<file path="config.mk">
export PLATFORM = sky130hd
export DESIGN_NAME = clock_time_set_and_matrix_framer_flat
export DESIGN_NICKNAME = d
export VERILOG_FILES = /design/src/rtl/ctsmf_pkg.sv /design/src/rtl/ctsmf_req_if.sv /design/src/rtl/ctsmf_res_if.sv /design/src/rtl/ctsmf_divmod.sv /design/src/rtl/clock_time_set_and_matrix_framer.sv /design/src/flat_wrapper.sv
export SDC_FILE = /design/constraint.sdc
export NUM_CORES = 1
export LEC_CHECK = 0
export ABC_AREA = 1
export BUFFER_PORTS_ARGS = -buffer_cell sky130_fd_sc_hd__buf_2
export CAP_MARGIN = 0
export CORE_MARGIN = 2
export CORE_UTILIZATION = 39
export CTS_BUF_LIST = sky130_fd_sc_hd__clkbuf_2 sky130_fd_sc_hd__clkbuf_4 sky130_fd_sc_hd__clkbuf_8
export CTS_CLUSTER_SIZE = 8
export DETAILED_ROUTE_END_ITERATION = 6
export GPL_ROUTABILITY_DRIVEN = 0
export PLACE_DENSITY = 0.66
export SYNTH_ARGS = -nofsm -noshare
export SYNTH_HDL_FRONTEND = slang
export SYNTH_HIERARCHICAL = 1
export SYNTH_SLANG_ARGS = --single-unit
</file>
<file path="constraint.sdc">
create_clock -name clk -period 4.53 [get_ports clk]
set_input_delay 0.6795 -clock clk [delete_from_list [all_inputs] [get_ports clk]]
set_output_delay 0.6795 -clock clk [all_outputs]
set_load 0.01 [all_outputs]
</file>
<file path="src/rtl/ctsmf_pkg.sv">
// Shared types, codes, font table and helpers for the clock framer.
`timescale 1ns / 1ps
`default_nettype none

package ctsmf_pkg;

    localparam int NUM_DIGITS = 6;
    localparam int NUM_COLS   = 32;

    typedef logic [3:0] digit_t;

    // request codes
    localparam logic [2:0] REQ_RENDER = 3'd0;
    localparam logic [2:0] REQ_TIME   = 3'd1;
    localparam logic [2:0] REQ_SET    = 3'd2;
    localparam logic [2:0] REQ_SHIFT  = 3'd3;
    localparam logic [2:0] REQ_APPLY  = 3'd4;

    // result kinds
    localparam logic KIND_COLUMN = 1'b0;
    localparam logic KIND_WRITE  = 1'b1;

    localparam logic [7:0] SEP_BYTE   = 8'hBD;
    localparam logic [7:0] BLANK_BYTE = 8'hFF;

    localparam logic [4:0] SEP_COL_A = 5'd10;
    localparam logic [4:0] SEP_COL_B = 5'd21;
    localparam logic [4:0] LAST_COL  = 5'd31;
    localparam logic [2:0] LAST_SUB  = 3'd4;
    localparam logic [2:0] LAST_DIG  = 3'd5;

    localparam logic [7:0] FONT_ROM [0:9][0:4] = '{
        '{8'h83, 8'h7D, 8'h7D, 8'h83, 8'hFF},
        '{8'hDF, 8'hBD, 8'h01, 8'hFD, 8'hFF},
        '{8'hB3, 8'h6D, 8'h6D, 8'h9D, 8'hFF},
        '{8'hBB, 8'h6D, 8'h6D, 8'h93, 8'hFF},
        '{8'h0F, 8'hEF, 8'hEF, 8'h01, 8'hFF},
        '{8'h0D, 8'h6D, 8'h6D, 8'h73, 8'hFF},
        '{8'h83, 8'h6D, 8'h6D, 8'hB3, 8'hFF},
        '{8'h7F, 8'h71, 8'h6F, 8'h1F, 8'hFF},
        '{8'h93, 8'h6D, 8'h6D, 8'h93, 8'hFF},
        '{8'h9B, 8'h6D, 8'h6D, 8'h83, 8'hFF}
    };

    // request to the shared divide/modulo unit
    typedef struct packed {
        logic       start;
        logic [5:0] dividend;
        logic [3:0] divisor;
    } divmod_req_t;

    // answer from the shared divide/modulo unit
    typedef struct packed {
        logic       done;
        logic [2:0] quot;
        logic [3:0] rem;
    } divmod_rsp_t;

    function automatic logic [7:0] glyph(input digit_t d, input logic [2:0] s);
        logic [7:0] b;
        b = BLANK_BYTE;
        if (d <= 4'd9 && s <= LAST_SUB) begin
            b = FONT_ROM[d][s];
        end
        return b;
    endfunction

    // wrap limit of the digit under the cursor
    function automatic logic [3:0] digit_limit(input logic [2:0] c, input digit_t hour_tens);
        logic [3:0] l;
        case (c)
            3'd0:    l = 4'd3;
            3'd1:    l = (hour_tens >= 4'd2) ? 4'd4 : 4'd10;
            3'd2:    l = 4'd6;
            3'd4:    l = 4'd6;
            default: l = 4'd10;
        endcase
        return l;
    endfunction

endpackage

`default_nettype wire

</file>
<file path="src/rtl/ctsmf_req_if.sv">
// Request channel: one event per transfer.
`timescale 1ns / 1ps
`default_nettype none

interface ctsmf_req_if;
    logic       valid;
    logic       ready;
    logic [2:0] req_type;
    logic [4:0] hours_in;
    logic [5:0] minutes_in;
    logic [5:0] seconds_in;

    modport source (output valid, output req_type, output hours_in, output minutes_in,
                    output seconds_in, input ready);
    modport sink   (input valid, input req_type, input hours_in, input minutes_in,
                    input seconds_in, output ready);
endinterface

`default_nettype wire

</file>
<file path="src/rtl/ctsmf_res_if.sv">
// Result channel: frame columns and clock write requests.
`timescale 1ns / 1ps
`default_nettype none

interface ctsmf_res_if;
    logic       valid;
    logic       ready;
    logic       kind;
    logic [4:0] column_index;
    logic [7:0] column_byte;
    logic [4:0] set_hours;
    logic [5:0] set_minutes;
    logic [5:0] set_seconds;
    logic       last;

    modport source (output valid, output kind, output column_index, output column_byte,
                    output set_hours, output set_minutes, output set_seconds,
                    output last, input ready);
    modport sink   (input valid, input kind, input column_index, input column_byte,
                    input set_hours, input set_minutes, input set_seconds,
                    input last, output ready);
endinterface

`default_nettype wire

</file>
<file path="src/rtl/ctsmf_divmod.sv">
// Shared iterative divide/modulo unit: one compare-subtract per cycle.
`timescale 1ns / 1ps
`default_nettype none

module ctsmf_divmod
    import ctsmf_pkg::*;
(
    input  wire logic        clk,
    input  wire logic        rst_n,
    input  wire divmod_req_t req,
    output divmod_rsp_t      rsp
);

    logic       busy_reg, busy_next;
    logic       done_reg, done_next;
    logic [5:0] rem_reg, rem_next;
    logic [2:0] quot_reg, quot_next;
    logic [3:0] divisor_reg, divisor_next;

    always_comb
    begin
        busy_next    = busy_reg;
        done_next    = 1'b0;
        rem_next     = rem_reg;
        quot_next    = quot_reg;
        divisor_next = divisor_reg;
        if (req.start)
        begin
            busy_next    = 1'b1;
            rem_next     = req.dividend;
            quot_next    = 3'd0;
            divisor_next = req.divisor;
        end
        else if (busy_reg)
        begin
            if (rem_reg >= {2'b00, divisor_reg})
            begin
                rem_next  = rem_reg - {2'b00, divisor_reg};
                quot_next = quot_reg + 3'd1;
            end
            else
            begin
                busy_next = 1'b0;
                done_next = 1'b1;
            end
        end
    end

    always_ff @(posedge clk or negedge rst_n)
    begin
        if (!rst_n)
        begin
            busy_reg    <= 1'b0;
            done_reg    <= 1'b0;
            rem_reg     <= '0;
            quot_reg    <= '0;
            divisor_reg <= '0;
        end
        else
        begin
            busy_reg    <= busy_next;
            done_reg    <= done_next;
            rem_reg     <= rem_next;
            quot_reg    <= quot_next;
            divisor_reg <= divisor_next;
        end
    end

    assign rsp.done = done_reg;
    assign rsp.quot = quot_reg;
    assign rsp.rem  = rem_reg[3:0];

endmodule

`default_nettype wire

</file>
<file path="src/rtl/clock_time_set_and_matrix_framer.sv">
// Top level: clock display events, manual time setting and 32-column framing.
// Usage:
//   req carries one event per transfer: render (0), time update (1),
//   set/change button (2), shift button (3) or apply button (4). Codes 5..7
//   are dropped. res carries the results; last marks the final one of an event.
//   Render yields 32 column bytes (index 0..31). Apply yields one clock write
//   (kind 1) with the edited time, then the 32 columns of the normal frame.
//   Time updates and buttons yield nothing.
// Sequencing:
//   The results of a render or apply are registered and follow one per
//   cycle while res.ready stays high. A time update runs the shared
//   divide/modulo unit three times (one compare-subtract per cycle); a
//   digit step runs it once. Shift and set-mode entry are done in idle.
//   req.ready is high only while the sequencer is idle; one event at a time.
// Stall:
//   The output register holds a result until res.ready; the sequencer waits
//   with it. The last result may sit in the register while the next event is
//   already taken.
// Reset: rst_n clears digits, cursor and set mode and empties the output register.
`timescale 1ns / 1ps
`default_nettype none

module clock_time_set_and_matrix_framer
    import ctsmf_pkg::*;
(
    input  wire logic   clk,
    input  wire logic   rst_n,
    ctsmf_req_if.sink   req,
    ctsmf_res_if.source res
);

    typedef enum logic [2:0] {
        ST_IDLE,
        ST_SPLIT,
        ST_STEP,
        ST_WRITE,
        ST_FRAME
    } state_t;

    state_t      state_reg, state_next;

    digit_t      shown_reg [NUM_DIGITS];
    digit_t      shown_next [NUM_DIGITS];
    digit_t      edit_reg [NUM_DIGITS];
    digit_t      edit_next [NUM_DIGITS];
    logic [2:0]  cursor_reg, cursor_next;
    logic        set_mode_reg, set_mode_next;

    // time update operands and which one the divider works on
    logic [5:0]  time_reg [3];
    logic [5:0]  time_next [3];
    logic [1:0]  field_reg, field_next;

    // frame walk
    logic [4:0]  col_reg, col_next;
    logic [2:0]  dig_reg, dig_next;
    logic [2:0]  sub_reg, sub_next;

    divmod_req_t div_req_reg, div_req_next;
    divmod_rsp_t div_rsp;

    // output register
    logic        out_valid_reg, out_valid_next;
    logic        out_kind_reg, out_kind_next;
    logic [4:0]  out_col_reg, out_col_next;
    logic [7:0]  out_byte_reg, out_byte_next;
    logic [4:0]  out_hours_reg, out_hours_next;
    logic [5:0]  out_minutes_reg, out_minutes_next;
    logic [5:0]  out_seconds_reg, out_seconds_next;
    logic        out_last_reg, out_last_next;

    logic        slot_free;
    logic [2:0]  dig_idx;
    digit_t      frame_digit;
    logic [7:0]  frame_byte;
    logic        frame_advance;
    logic [6:0]  hours_sum;
    logic [6:0]  minutes_sum;
    logic [6:0]  seconds_sum;

    function automatic logic [6:0] tens_units(input digit_t t, input digit_t u);
        logic [6:0] t7;
        t7 = {3'b000, t};
        return (t7 << 3) + (t7 << 1) + {3'b000, u};
    endfunction

    ctsmf_divmod u_divmod (
        .clk   (clk),
        .rst_n (rst_n),
        .req   (div_req_reg),
        .rsp   (div_rsp)
    );

    assign slot_free = !out_valid_reg || res.ready;
    assign req.ready = (state_reg == ST_IDLE);

    assign hours_sum   = tens_units(edit_reg[0], edit_reg[1]);
    assign minutes_sum = tens_units(edit_reg[2], edit_reg[3]);
    assign seconds_sum = tens_units(edit_reg[4], edit_reg[5]);

    // column byte at the current frame position
    always_comb
    begin
        dig_idx       = (dig_reg <= LAST_DIG) ? dig_reg : 3'd0;
        frame_digit   = set_mode_reg ? edit_reg[dig_idx] : shown_reg[dig_idx];
        frame_byte    = BLANK_BYTE;
        frame_advance = 1'b0;
        if (set_mode_reg)
        begin
            // edited digits up to the cursor, packed, no separators
            if (dig_reg <= cursor_reg && dig_reg <= LAST_DIG)
            begin
                frame_byte    = glyph(frame_digit, sub_reg);
                frame_advance = 1'b1;
            end
        end
        else if (col_reg == SEP_COL_A || col_reg == SEP_COL_B)
        begin
            frame_byte = SEP_BYTE;
        end
        else
        begin
            if (dig_reg <= LAST_DIG)
            begin
                frame_byte = glyph(frame_digit, sub_reg);
            end
            frame_advance = 1'b1;
        end
    end

    always_comb
    begin
        state_next       = state_reg;
        shown_next       = shown_reg;
        edit_next        = edit_reg;
        cursor_next      = cursor_reg;
        set_mode_next    = set_mode_reg;
        time_next        = time_reg;
        field_next       = field_reg;
        col_next         = col_reg;
        dig_next         = dig_reg;
        sub_next         = sub_reg;
        div_req_next     = '0;
        out_valid_next   = out_valid_reg && !res.ready;
        out_kind_next    = out_kind_reg;
        out_col_next     = out_col_reg;
        out_byte_next    = out_byte_reg;
        out_hours_next   = out_hours_reg;
        out_minutes_next = out_minutes_reg;
        out_seconds_next = out_seconds_reg;
        out_last_next    = out_last_reg;

        case (state_reg)
            ST_IDLE:
            begin
                if (req.valid)
                begin
                    case (req.req_type)
                        REQ_RENDER:
                        begin
                            col_next   = '0;
                            dig_next   = '0;
                            sub_next   = '0;
                            state_next = ST_FRAME;
                        end
                        REQ_TIME:
                        begin
                            time_next[0]          = {1'b0, req.hours_in};
                            time_next[1]          = req.minutes_in;
                            time_next[2]          = req.seconds_in;
                            field_next            = 2'd0;
                            div_req_next.start    = 1'b1;
                            div_req_next.dividend = {1'b0, req.hours_in};
                            div_req_next.divisor  = 4'd10;
                            state_next            = ST_SPLIT;
                        end
                        REQ_SET:
                        begin
                            if (!set_mode_reg)
                            begin
                                set_mode_next = 1'b1;
                            end
                            else if (cursor_reg <= LAST_DIG)
                            begin
                                // step with wrap: (digit + 1) mod limit
                                div_req_next.start    = 1'b1;
                                div_req_next.dividend = {2'b00, edit_reg[cursor_reg]} + 6'd1;
                                div_req_next.divisor  = digit_limit(cursor_reg, edit_reg[0]);
                                state_next            = ST_STEP;
                            end
                        end
                        REQ_SHIFT:
                        begin
                            cursor_next = (cursor_reg >= LAST_DIG) ? 3'd0 : cursor_reg + 3'd1;
                        end
                        REQ_APPLY:
                        begin
                            state_next = ST_WRITE;
                        end
                        default:
                        begin
                            state_next = ST_IDLE;
                        end
                    endcase
                end
            end

            ST_SPLIT:
            begin
                if (div_rsp.done)
                begin
                    shown_next[{field_reg, 1'b0}] = {1'b0, div_rsp.quot};
                    shown_next[{field_reg, 1'b1}] = div_rsp.rem;
                    if (field_reg == 2'd2)
                    begin
                        state_next = ST_IDLE;
                    end
                    else
                    begin
                        field_next            = field_reg + 2'd1;
                        div_req_next.start    = 1'b1;
                        div_req_next.dividend = time_reg[field_reg + 2'd1];
                        div_req_next.divisor  = 4'd10;
                    end
                end
            end

            ST_STEP:
            begin
                if (div_rsp.done)
                begin
                    edit_next[cursor_reg] = div_rsp.rem;
                    state_next            = ST_IDLE;
                end
            end

            ST_WRITE:
            begin
                if (slot_free)
                begin
                    out_valid_next   = 1'b1;
                    out_kind_next    = KIND_WRITE;
                    out_col_next     = '0;
                    out_byte_next    = '0;
                    out_hours_next   = hours_sum[4:0];
                    out_minutes_next = minutes_sum[5:0];
                    out_seconds_next = seconds_sum[5:0];
                    out_last_next    = 1'b0;
                    shown_next       = edit_reg;
                    for (int i = 0; i < NUM_DIGITS; i++)
                    begin
                        edit_next[i] = '0;
                    end
                    cursor_next   = '0;
                    set_mode_next = 1'b0;
                    col_next      = '0;
                    dig_next      = '0;
                    sub_next      = '0;
                    state_next    = ST_FRAME;
                end
            end

            ST_FRAME:
            begin
                if (slot_free)
                begin
                    out_valid_next   = 1'b1;
                    out_kind_next    = KIND_COLUMN;
                    out_col_next     = col_reg;
                    out_byte_next    = frame_byte;
                    out_hours_next   = '0;
                    out_minutes_next = '0;
                    out_seconds_next = '0;
                    out_last_next    = (col_reg == LAST_COL);
                    if (frame_advance)
                    begin
                        if (sub_reg == LAST_SUB)
                        begin
                            sub_next = '0;
                            dig_next = dig_reg + 3'd1;
                        end
                        else
                        begin
                            sub_next = sub_reg + 3'd1;
                        end
                    end
                    col_next = col_reg + 5'd1;
                    if (col_reg == LAST_COL)
                    begin
                        state_next = ST_IDLE;
                    end
                end
            end

            default:
            begin
                state_next = ST_IDLE;
            end
        endcase
    end

    always_ff @(posedge clk or negedge rst_n)
    begin
        if (!rst_n)
        begin
            state_reg       <= ST_IDLE;
            for (int i = 0; i < NUM_DIGITS; i++)
            begin
                shown_reg[i] <= '0;
                edit_reg[i]  <= '0;
            end
            cursor_reg      <= '0;
            set_mode_reg    <= 1'b0;
            for (int i = 0; i < 3; i++)
            begin
                time_reg[i] <= '0;
            end
            field_reg       <= '0;
            col_reg         <= '0;
            dig_reg         <= '0;
            sub_reg         <= '0;
            div_req_reg     <= '0;
            out_valid_reg   <= 1'b0;
            out_kind_reg    <= 1'b0;
            out_col_reg     <= '0;
            out_byte_reg    <= '0;
            out_hours_reg   <= '0;
            out_minutes_reg <= '0;
            out_seconds_reg <= '0;
            out_last_reg    <= 1'b0;
        end
        else
        begin
            state_reg       <= state_next;
            shown_reg       <= shown_next;
            edit_reg        <= edit_next;
            cursor_reg      <= cursor_next;
            set_mode_reg    <= set_mode_next;
            time_reg        <= time_next;
            field_reg       <= field_next;
            col_reg         <= col_next;
            dig_reg         <= dig_next;
            sub_reg         <= sub_next;
            div_req_reg     <= div_req_next;
            out_valid_reg   <= out_valid_next;
            out_kind_reg    <= out_kind_next;
            out_col_reg     <= out_col_next;
            out_byte_reg    <= out_byte_next;
            out_hours_reg   <= out_hours_next;
            out_minutes_reg <= out_minutes_next;
            out_seconds_reg <= out_seconds_next;
            out_last_reg    <= out_last_next;
        end
    end

    assign res.valid        = out_valid_reg;
    assign res.kind         = out_kind_reg;
    assign res.column_index = out_col_reg;
    assign res.column_byte  = out_byte_reg;
    assign res.set_hours    = out_hours_reg;
    assign res.set_minutes  = out_minutes_reg;
    assign res.set_seconds  = out_seconds_reg;
    assign res.last         = out_last_reg;

endmodule

`default_nettype wire

</file>
<file path="src/flat_wrapper.sv">
// flat-port wrapper written by rule: the top's interface ports become plain ports
module clock_time_set_and_matrix_framer_flat import ctsmf_pkg::*;
  (clk, rst_n, req_valid, req_req_type, req_hours_in, req_minutes_in, req_seconds_in, req_ready, res_valid, res_kind, res_column_index, res_column_byte, res_set_hours, res_set_minutes, res_set_seconds, res_last, res_ready);
  ctsmf_req_if req_i ();
  ctsmf_res_if res_i ();
  input  wire logic clk;
  input  wire logic rst_n;
  input wire logic [$bits(req_i.valid)-1:0] req_valid;
  input wire logic [$bits(req_i.req_type)-1:0] req_req_type;
  input wire logic [$bits(req_i.hours_in)-1:0] req_hours_in;
  input wire logic [$bits(req_i.minutes_in)-1:0] req_minutes_in;
  input wire logic [$bits(req_i.seconds_in)-1:0] req_seconds_in;
  output wire logic [$bits(req_i.ready)-1:0] req_ready;
  output wire logic [$bits(res_i.valid)-1:0] res_valid;
  output wire logic [$bits(res_i.kind)-1:0] res_kind;
  output wire logic [$bits(res_i.column_index)-1:0] res_column_index;
  output wire logic [$bits(res_i.column_byte)-1:0] res_column_byte;
  output wire logic [$bits(res_i.set_hours)-1:0] res_set_hours;
  output wire logic [$bits(res_i.set_minutes)-1:0] res_set_minutes;
  output wire logic [$bits(res_i.set_seconds)-1:0] res_set_seconds;
  output wire logic [$bits(res_i.last)-1:0] res_last;
  input wire logic [$bits(res_i.ready)-1:0] res_ready;
  assign req_i.valid = req_valid;
  assign req_i.req_type = req_req_type;
  assign req_i.hours_in = req_hours_in;
  assign req_i.minutes_in = req_minutes_in;
  assign req_i.seconds_in = req_seconds_in;
  assign req_ready = req_i.ready;
  assign res_valid = res_i.valid;
  assign res_kind = res_i.kind;
  assign res_column_index = res_i.column_index;
  assign res_column_byte = res_i.column_byte;
  assign res_set_hours = res_i.set_hours;
  assign res_set_minutes = res_i.set_minutes;
  assign res_set_seconds = res_i.set_seconds;
  assign res_last = res_i.last;
  assign res_i.ready = res_ready;
  clock_time_set_and_matrix_framer u_core (.clk(clk), .rst_n(rst_n), .req(req_i), .res(res_i));
endmodule
</file>
[Word level (Yosys, flattened, before mapping)]
Memory sizes are Yosys's and may differ from the RTL's.
Index checks and enable logic that the tools add are counted.
Cells by class
  add/subtract/negate cells: 14
  order comparisons: 18
  equal/unequal tests: 33
  multiplexer cells: 121
  bitwise logic cells: 7
  reductions and logical operators: 35
Operators by type and width (count)
  $mux 24: 4
  $pmux 24 s2: 2
  $mux 40: 2
  $mux 3: 25
  $bwmux 24: 3
  $mux 8: 9
  $mux 11: 5
  $mux 6: 8
  $mux 4: 11
  $pmux 11 s2: 2
  $bmux 4 s3: 3
  $demux 4 s3: 3
  $mux 5: 6
  $pmux 3 s5: 2
  $bmux 8 s3: 1
  $pmux 6 s2: 2
  $ge 4x4->1 const B: 5
  $ne 2x1->1 const B: 10
  $not 3->4: 5
  $pmux 5 s2: 2
  $pmux 3 s3: 2
  $mux 1: 16
  $pmux 8 s2: 1
  $eq 3x2->1 const B: 5
  47 further kinds: 94
Storage, ports and cells
  register bits after elaboration: 144
  memory bits (read-only): 640
  output and inout bits: 34
  memories kept: 1
Memory list
  (no name shown): words 16, width 40, rd ports 1, clocked after Yosys merged registers in 0, write ports 0, RTL line ctsmf_pkg.sv:63  | b = FONT_ROM[d][s];

[Longest topological paths before layout]
  depth after elaboration: 20
  mapped depth: 22

[Modules after synthesis]
The synthesis kept the hierarchy.
Modules (own cells, without submodules)
  clock_time_set_and_matrix_framer: times used 1, cells each 933, area each 7614.8 um2, sequential area each 3228.1 um2
  ctsmf_divmod: times used 1, cells each 126, area each 942.2 um2, sequential area each 375.4 um2

[Worst setup path after synthesis]
No wires, ideal clock.
  path kind: reg2reg
  from: register u_core.dig_reg[1]
  to: register u_core.out_byte_reg[1] (netlist: u_core/res.column_byte[1])
  library setup time: 0.116 ns
  arrival: 2.359 ns
  data required time: 4.414 ns
  slack: 2.054 ns
  cell stages (with the launch flop): 21
  cells stage by stage: dfrtp_1 inv_1 ha_1 inv_1 nand2_4 buf_4 nand3b_1 nand3_1 nand3_1 nand3_1 nand2_4 inv_1 ha_1 nand2_1 nand2_1 o21ai_1 nand2_1 nand2_1 nand2_1 nand2_1 nand2_1
On the way
  word-level cells in the longest chain between the ends: 20
RTL lines
  start: declaration: RTL line clock_time_set_and_matrix_framer.sv:56  | logic [2:0] dig_reg, dig_next;
  start signal: assignment: RTL line clock_time_set_and_matrix_framer.sv:342  | dig_reg <= dig_next;
  $le 3x3->1: RTL line clock_time_set_and_matrix_framer.sv:104, clock_time_set_and_matrix_framer.sv:111, clock_time_set_and_matrix_framer.sv:123
  $mux 3: RTL line clock_time_set_and_matrix_framer.sv:104  | dig_idx = (dig_reg <= LAST_DIG) ? dig_reg : 3'd0;
  $not 3->4 (implied by the code): RTL line clock_time_set_and_matrix_framer.sv:105  | frame_digit = set_mode_reg ? edit_reg[dig_idx] : shown_reg[dig_idx];
  $bmux 4 s3: RTL line clock_time_set_and_matrix_framer.sv:105
  $mux 4 (implied by the code) (2 in series): RTL line clock_time_set_and_matrix_framer.sv:105
  $mux 4: RTL line clock_time_set_and_matrix_framer.sv:105
  $not 4->5 (implied by the code): RTL line ctsmf_pkg.sv:63
  $mem_v2 16x40
  $mux 40 (implied by the code) (2 in series): RTL line ctsmf_pkg.sv:63
  $bmux 8 s3: RTL line ctsmf_pkg.sv:63
  $mux 8 (implied by the code) (2 in series): RTL line ctsmf_pkg.sv:63
  $mux 8: RTL line ctsmf_pkg.sv:62  | if (d <= 4'd9 && s <= LAST_SUB) begin
  $mux 8: RTL line clock_time_set_and_matrix_framer.sv:123  | if (dig_reg <= LAST_DIG)
  $mux 8: RTL line clock_time_set_and_matrix_framer.sv:117  | else if (col_reg == SEP_COL_A || col_reg == SEP_COL_B)
  $mux 8 *: RTL line clock_time_set_and_matrix_framer.sv:108  | if (set_mode_reg)
  $mux 8 *: RTL line clock_time_set_and_matrix_framer.sv:265  | if (slot_free)
  $pmux 8 s2 *: RTL line clock_time_set_and_matrix_framer.sv:153  | case (state_reg)
  end signal: assignment: RTL line clock_time_set_and_matrix_framer.sv:348  | out_byte_reg <= out_byte_next;
  end: declaration: RTL line clock_time_set_and_matrix_framer.sv:66  | logic [7:0] out_byte_reg, out_byte_next;
Every way passes the cells marked *; elsewhere a longest branch is shown, timed or not. The select of a mux whose other input is x is not followed.
A chain may end at the register's enable or synchronous reset.

[Worst setup path after layout]
  from: register u_core.dig_reg[0]
  to: register u_core.out_byte_reg[1] (netlist: u_core/res.column_byte[1])
The elaborated chain is that of the path after synthesis.

==> results.md <==
* Port Buf Inserts at 57
* H-tree levels at 4
* Area Overhead vs Synth at 10.9%
* Vias/cell at 5.34
* Hold Crit Class: in2async
* DR vias at 7472
* Sequential area share after synthesis at 42.1%
* CTS tree: yes
* Async SR Flop Fraction at 100%
* Final Net Count at 1178
* Cell with the most instances after synthesis: nand2_1
* Post-DP HPWL at 16.4 mm
* TNS Setup at 0 ps
* Synth unique cells at 53
* Global-route usage over all layers at 19.6%
* Number of global-route vias before repair at 7178
* CP Data Required Time at 4890 ps
* Peak VDD IR at 280 uV
* Syn Std Cell Area at 8560 um^2
* Top cell type's share of synthesized area at 42.1%
* First-pass GRT wire length at 37.0 mm
* ANT cells at 0
* PwrDens at 776 nW/um^2
* Clock root buffer: clkbuf_8
* Clock Latency Late Sink at 460 ps
* Core area at 21700 um^2
* # resized after CTS at 0
* Largest net degree at the start of global routing at 99
* CTS buffer count at 17
* DRT iter0 DRCs at 607
* Crit end category: register
* I/O Pins at 58
* Fin. max-slew vios at 0
* Yosys reg bits at 144
* Area contributors post-synth: dfrtp_1 (42%), nand2_1 (10%), ha_1 (6.1%)
* Clk buf depth at 2
* Minimum clock period at 3020 ps
* Ys Warns at 6
* Commonest register cell after synthesis: dfrtp_1
* Die height at 152 um
* Remaining global-route overflow at 0
* Startpoint types: register
* Worst-path clk slew at 80 ps
* Initial Utilization at 39.5%
* F_max at 331 MHz
* Die Wd at 152 um
* Detail Route Antenna Nets at 0
* Worst-Margin Slew at 1010 ps
* Initial antenna violation count at 0
* # clock sinks at 144
* Die area at 23100 um^2
* Final hold violations at 0
* Hold_buf cts at 0
* Period utilization at 66.7%
* Max-cap violation count at 0
* Unrepaired setup endpoints after global routing: no
* Setup Buffers After CTS at 0
* Std cell rows at 54
* Residual DRC count at 0
* Status: complete, no violations
* Cell taking the most area after synthesis: dfrtp_1
* Avg Inst Size Synth at 8.08 um^2
* Worst Clk Skew at 13.7 ps
* P_leak at 4.63 nW
* Routed WL at 22.3 mm
* Layout cell share with drive strength beyond 1 at 13.1%
* EDFF count, synth at 0
* Worst-path fanout max at 28
* Syn Nets at 1132
* Worst Path Arrival at 3370 ps
* First-pass iteration count of the detailed router at 5
* Placed insts at 1366
* Synth Instances at 1059
* DR WL/cell at 15.9 um
* Rel. slew slack at 32.7%
* Synth top cells by count: nand2_1 (237), dfrtp_1 (144), inv_1 (112)
* Setup CP Type: reg2reg
* Count of final setup violators at 0
* Non-filler instance count after layout at 1398
==> cell type report <==
class / instances / area, um^2
well taps: 280 / 350
flip-flops and latches: 144 / 3600
repair buffers: 65 / 352
fillers: 2179 / 12200
clock buffers: 19 / 255
inverters: 127 / 489
clock inverters: 13 / 209
multi-input cells: 750 / 4230
==> where the power goes <==
part           leakage (nW)  switching, W  internal, W
Sequential             1.80      0.000448      0.00177
Clock                 0.226      0.000511     0.000678
Combinational          2.61       0.00255      0.00141
Total                  4.63       0.00351      0.00385
==> cells by family (layout without fill, tap and decap cells) <==
group	count (synthesis)	in the layout	share of synthesized area, %
xor+xnor	14	14	1.43
mux	6	6	0.790
simple gates	473	473	24.9
fa+ha+maj	49	49	7.78
flops	144	144	42.1
buf+inv	165	224	8.42
compound gates	208	208	14.5
==> final timing paths <==
check / from / to / slack [ps] / cells past startpoint
max: u_core/dig_reg[0] / u_core/res.column_byte[1] / 1510 / 20
min reg2reg: u_core/div_req_reg[1] / u_core/u_divmod/divisor_reg[1] / 450 / 2
min: rst_n / u_core/res.set_hours[0] / 320 / 1
max reg2reg: u_core/dig_reg[0] / u_core/res.column_byte[1] / 1510 / 20
min in group clk: req_minutes_in[2] / u_core/time_reg[8] / 440 / 3
max in group asynchronous: rst_n / u_core/res.set_minutes[3] / 3280 / 2
==> through the flow <==
step	util [%]	area, um^2	hold WS (ps)	setup slack (ps)	power, W
6_report	43.8	9490	325	1510	0.00736
5_1_grt	43.8	9490	401	1180	0.00804
4_1_cts	43.8	9490	363	1530	0.00737
3_5_place_dp	41.6	9030	443	1540	0.00615
3_3_place_gp	41.6	9030	442	1630	0.00609
2_1_floorplan	-	8560	384	2050	0.00517
==> per-layer routing <==
layer,up-vias,share of wire (%),global-route usage (%)
met4,0,2.3,5.74
met3,40,5.8,3.65
li1,3630,-,-
met1,3525,45,26.9
met2,277,47,31.7
met5,-,0,0
==> cell usage in the layout (no fill, tap or decap), types with 4 or more instances in the layout <==
cell	count
nand2_4	7
mux2_2	6
a22oi_1	5
nand3_2	4
nand3_1	95
nor3_1	12
bufinv_16	5
nor2_2	5
clkinv_1	6
ha_1	42
o21ai_0	70
o21ai_1	12
a21oi_1	35
inv_1	112
o22ai_1	37
xnor2_1	6
xor2_1	8
inv_2	8
buf_2	56
a22o_1	10
nand2_2	6
clkbuf_8	18
fa_1	7
nand3b_1	8
nor2_1	84
buf_4	8
nor2_4	5
dfrtp_1	144
nand4_1	6
nand2_1	237
a31oi_1	16
==> critical path, cell delays in order (launching register included) <==
cell	delay [ps]
dfrtp_1	330
buf_4	280
ha_1	270
inv_1	90
nand2_4	210
nand2_4	210
nand2_1	110
nand3_1	70
nand3_1	100
nand3_1	120
nand2_4	190
inv_1	60
ha_1	330
nand2_1	100
nand2_1	50
o21ai_1	130
nand2_1	60
nand2_1	50
nand2_1	50
nand2_1	60
nand2_1	40
No activity file was read; power rests on OpenSTA's default activity.
